$ cat src/rtl/core/psd_pkg.sv
// ----------------------------------------------------------------------------
// psd_pkg
// Shared constants, region codes and width helpers for the point to segment
// distance block.
// ----------------------------------------------------------------------------
package psd_pkg;

  localparam int COORD_WIDTH_DEF = 32;
  localparam int NORM_WIDTH      = 64;
  localparam int QUEUE_DEPTH     = 4;

  localparam logic [1:0] REGION_START = 2'd0;
  localparam logic [1:0] REGION_END   = 2'd1;
  localparam logic [1:0] REGION_FOOT  = 2'd2;

  // Width of one classified request as it travels from the front to the back.
  function automatic int item_width(int cw);
    return 2 + 2 * (2 * cw + 1) + 4 * (cw + 1);
  endfunction

endpackage

$ cat src/rtl/core/psd_queue.sv
// ----------------------------------------------------------------------------
// psd_queue
// Short queue of classified requests between the front and the back.
// ----------------------------------------------------------------------------
module psd_queue
  import psd_pkg::*;
#(
  parameter int WIDTH = item_width(COORD_WIDTH_DEF),
  localparam int PW = $clog2(QUEUE_DEPTH)
) (
  input  logic             clk_i,
  input  logic             rst_ni,
  input  logic             push_i,
  input  logic [WIDTH-1:0] data_i,
  output logic             full_o,
  input  logic             pop_i,
  output logic             empty_o,
  output logic [WIDTH-1:0] data_o
);

  logic [WIDTH-1:0] mem_q [QUEUE_DEPTH];
  logic [PW-1:0] wr_q, rd_q;
  logic [PW:0] cnt_q;

  assign full_o  = cnt_q == (PW + 1)'(QUEUE_DEPTH);
  assign empty_o = cnt_q == '0;
  assign data_o  = mem_q[rd_q];

  always_ff @(posedge clk_i or negedge rst_ni) begin
    if (!rst_ni) begin
      wr_q  <= '0;
      rd_q  <= '0;
      cnt_q <= '0;
    end else begin
      if (push_i) begin
        wr_q <= wr_q + 1'b1;
      end
      if (pop_i) begin
        rd_q <= rd_q + 1'b1;
      end
      if (push_i && !pop_i) begin
        cnt_q <= cnt_q + 1'b1;
      end else if (pop_i && !push_i) begin
        cnt_q <= cnt_q - 1'b1;
      end
    end
  end

  always_ff @(posedge clk_i) begin
    if (push_i) begin
      mem_q[wr_q] <= data_i;
    end
  end

  a_no_overflow: assert property (@(posedge clk_i) disable iff (!rst_ni)
    push_i |-> !full_o) else $error("queue written while full");

  a_no_underflow: assert property (@(posedge clk_i) disable iff (!rst_ni)
    pop_i |-> !empty_o) else $error("queue read while empty");

  a_count_up: assert property (@(posedge clk_i) disable iff (!rst_ni)
    (push_i && !pop_i) |=> cnt_q == $past(cnt_q) + 1'b1)
    else $error("queue count did not follow a write");

endmodule

$ cat config.mk
export PLATFORM = sky130hd
export DESIGN_NAME = psd_queue
export DESIGN_NICKNAME = d
export VERILOG_FILES = /design/src/rtl/core/psd_pkg.sv /design/src/rtl/core/psd_queue.sv
export SDC_FILE = /design/constraint.sdc
export NUM_CORES = 1
export LEC_CHECK = 0
export ABC_AREA = 1
export BUFFER_PORTS_ARGS = -buffer_cell sky130_fd_sc_hd__buf_2
export CAP_MARGIN = 20
export CORE_UTILIZATION = 45
export DETAILED_ROUTE_END_ITERATION = 10
export HOLD_SLACK_MARGIN = 0.08
export PLACE_DENSITY = 0.67
export RECOVER_POWER = 50
export SYNTH_ARGS = -nofsm -noshare
export SYNTH_HDL_FRONTEND = slang
export SYNTH_SLANG_ARGS = --single-unit
$ cat constraint.sdc
create_clock -name clk_i -period 8.5 [get_ports clk_i]
set_input_delay 0.85 -clock clk_i [delete_from_list [all_inputs] [get_ports clk_i]]
set_output_delay 0.85 -clock clk_i [all_outputs]
set_load 0.02 [all_outputs]
==> qor.yml <==
global_route:
  grt_use_total_pct: 18.9
  grt_pass1_vias: 23259
  grt_max_degree: 220
  antenna_found_initial: 26
  overflow: 0
  grt_pass1_wl_mm: 137
synth:
  synthCells: 3128
  ys_types: 19
  syn_nets: 3402
  synthesis.area_mm2: 0.0425
  yosysSeqAreaShare_pct: 75.0
  syn_area_per_cell_um2: 13.6
  ys_ff_latch: 1063
  yosysWarningCount: 0
placement:
  dpl.hpwl_mm: 55.7
  dp.cells: 4764
  gp_congestion: 0.848
  port_buffers: 533
  preCtsSetupSlack_ps: 4510
sta:
  period_share_pct: 72.7
  setup_violations: 0
  tightest_slew_ps: 5530
  max_freq_mhz: 162
  finalSetupTns_ps: 0
  skew_ps: 9.24
  worst_slack_ps: 2320
  hold_viol: 0
  post-route-min-period_ps: 6180
  maxSlewHeadroom_pct: -269
  drv_slew: 116
  rsz0062_at_grt: "no"
drt:
  avgRoutedWirePerCell_um: 18.7
  avgViaCountPerCell: 4.96
  drc_errors: 0
  ant_nets: 0
  drt-pass1-iter-count: 5
  vias: 24692
  drt_wl_total_mm: 93.2
  first_iter_violations: 1766
layout:
  layout.cells.non_filler: 4981
  area_growth_pct: 15.3
  drive_above_1_share_pct: 13.8
  nFillCells: 7840
  final_common_cell: "edfxtp_1"
  mostFrequentLayoutCells: "1056 x edfxtp_1, 805 x nand2_1, 536 x inv_1"
  nets: 3896
  fin_util_pct: 52.5
critical_path:
  required_ps: 8790
  max_stage_delay_ps: 3850
  critPathMaxFanout: 115
  crit_chain: "ha_1 -> nand2_1 -> inv_1 -> buf_4"
  crit_type: "reg2reg"
  worstPathArrival_ps: 6480
  slowest_stage: "inv_1"
  crit_path_end_kind: "flop"
  cp-start-kind: "flop"
floorplanning:
  die_area_mm2: 0.0958
  start_util_pct: 45.5
  die_h_um: 309
  io_pins: 534
  fp.dieW_um: 309
  rows: 112
  core_mm2: 0.0935
power_and_ir_drop:
  p_int_mw: 11.4
  power.density_mw_per_mm2: 373
  p_sw_share_pct: 38.0
  pwr-share-seq_pct: 39.2
  power_frac_clock_pct: 25.2
  power_frac_comb_pct: 35.7
  p_sw_mw: 6.96
  power.leakage_nw: 18.9
  peakVddDrop_v: 0.000287
cts:
  cts_buffers: 109
  path_clk_slew_ps: 60
  post_cts_buffers: 0
  cts_tree: "done"
  cts-root-buf: "clkbuf_16"
  cts.sinks: 1063
  clkLatencyLatePin_ps: 680
  htreeDepth: 3
  clockBufferDepth: 3
min_path:
  min_path_type: "in2reg"
outcome:
  run_status: "complete, but fails checks"
  failed_checks: "capacitance limit, slew limit"
flow_run:
  drv_cap: 1
==> metrics by stage <==
step                      instance area, um2  power (mW)  hold slack (ps)
after floorplan                        42500        12.1              463
after global placement                 45900        13.8              497
after detailed placement               45900        13.9              512
after CTS                              49400        18.5              312
after global routing                   49100        19.3              362
final                                  49100        18.3              380
==> critical path: cells and delay by family, from the launching register on <==
kind,cells,cell delay [ps]
AND/OR/NAND/NOR,1,50
adder cells (fa/ha/maj),1,170
buffers and inverters,2,5020
flip-flops,1,420
==> synth_stat cells <==
master	count	area (um2)
o211ai_1	462	3470
clkbuf_1	44	165
nand3_1	1	5.00
nand4_1	1	6.26
xor2_1	3	26.3
dfrtp_1	7	175
o211ai_2	66	826
buf_2	64	320
edfxtp_1	1056	31700
nor3_1	2	10.0
buf_4	11	82.6
inv_1	540	2030
ha_1	5	62.6
xnor2_1	1	8.76
o21ai_0	1	5.00
nand2_1	805	3020
buf_6	51	574
fa_1	1	20.0
buf_1	7	26.3
==> sequential cells by signal (all words and copies together) (netlist names) <==
signal	cells
rd_q	2
cnt_q	3
mem_q	1056
wr_q	2
==> routing by layer <==
| layer | vias up | share of wire, % | wire length [um] | GRT usage [%] |
|---|---|---|---|---|
| li1 | 11942 | - | - | - |
| met1 | 11778 | 38 | 35600 | 22.1 |
| met2 | 700 | 50 | 46700 | 31.9 |
| met3 | 244 | 7.1 | 6660 | 5.68 |
| met4 | 28 | 4.4 | 4060 | 8.91 |
| met5 | - | 0.20 | 184 | 0 |
==> power groups by stage <==
stage / clock network [mW] / logic, mW / registers, mW
6_report: 4.60 / 6.53 / 7.17
2_1_floorplan: 0 / 4.70 / 7.38
3_5_place_dp: 0 / 6.64 / 7.27
5_1_grt: 4.89 / 7.16 / 7.25
3_3_place_gp: 0 / 6.60 / 7.25
4_1_cts: 4.70 / 6.66 / 7.17
==> kinds of logic (layout without fill, tap and decap cells) <==
kind of cell	after synthesis	count (layout)	synth area share (%)
buf+inv	717	1303	7.51
fa+ha+maj	6	6	0.194
xor+xnor	4	4	0.0824
simple gates	809	809	7.15
other cells	0	13	0
flops	1063	1063	75.0
compound gates	529	529	10.1
==> repair_timing <==
action / in CTS / in global routing
resized for setup: 0 / 0
hold endpoints to repair: 7 / 0
hold buffers: 1 / 0
==> path summary, 6_finish.rpt <==
kind,slack [ps],cells past startpoint,endpoint,from
min in group asynchronous,650,2,rd_q[1],rst_ni
worst min register to register,530,2,cnt_q[2],cnt_q[2]
worst max register to register,2320,4,mem_q[3][122],wr_q[0]
worst min-delay path,380,2,rd_q[0],pop_i
worst max-delay path,2320,4,mem_q[3][122],wr_q[0]
max in group asynchronous,7550,2,rd_q[1],rst_ni
==> cell type report <==
cell class / instances / area [um2] / area share [%]
antenna: 13 / 32.5 / 0.0663
clock buffer: 134 / 2890 / 5.88
clock inverter: 69 / 573 / 1.17
inverter: 540 / 2060 / 4.19
multi-input combinational: 1348 / 7460 / 15.2
sequential: 1063 / 31900 / 65.0
tap: 1254 / 1570 / 3.20
timing repair buffer: 560 / 2590 / 5.28
(Power assumes the default switching activity.)
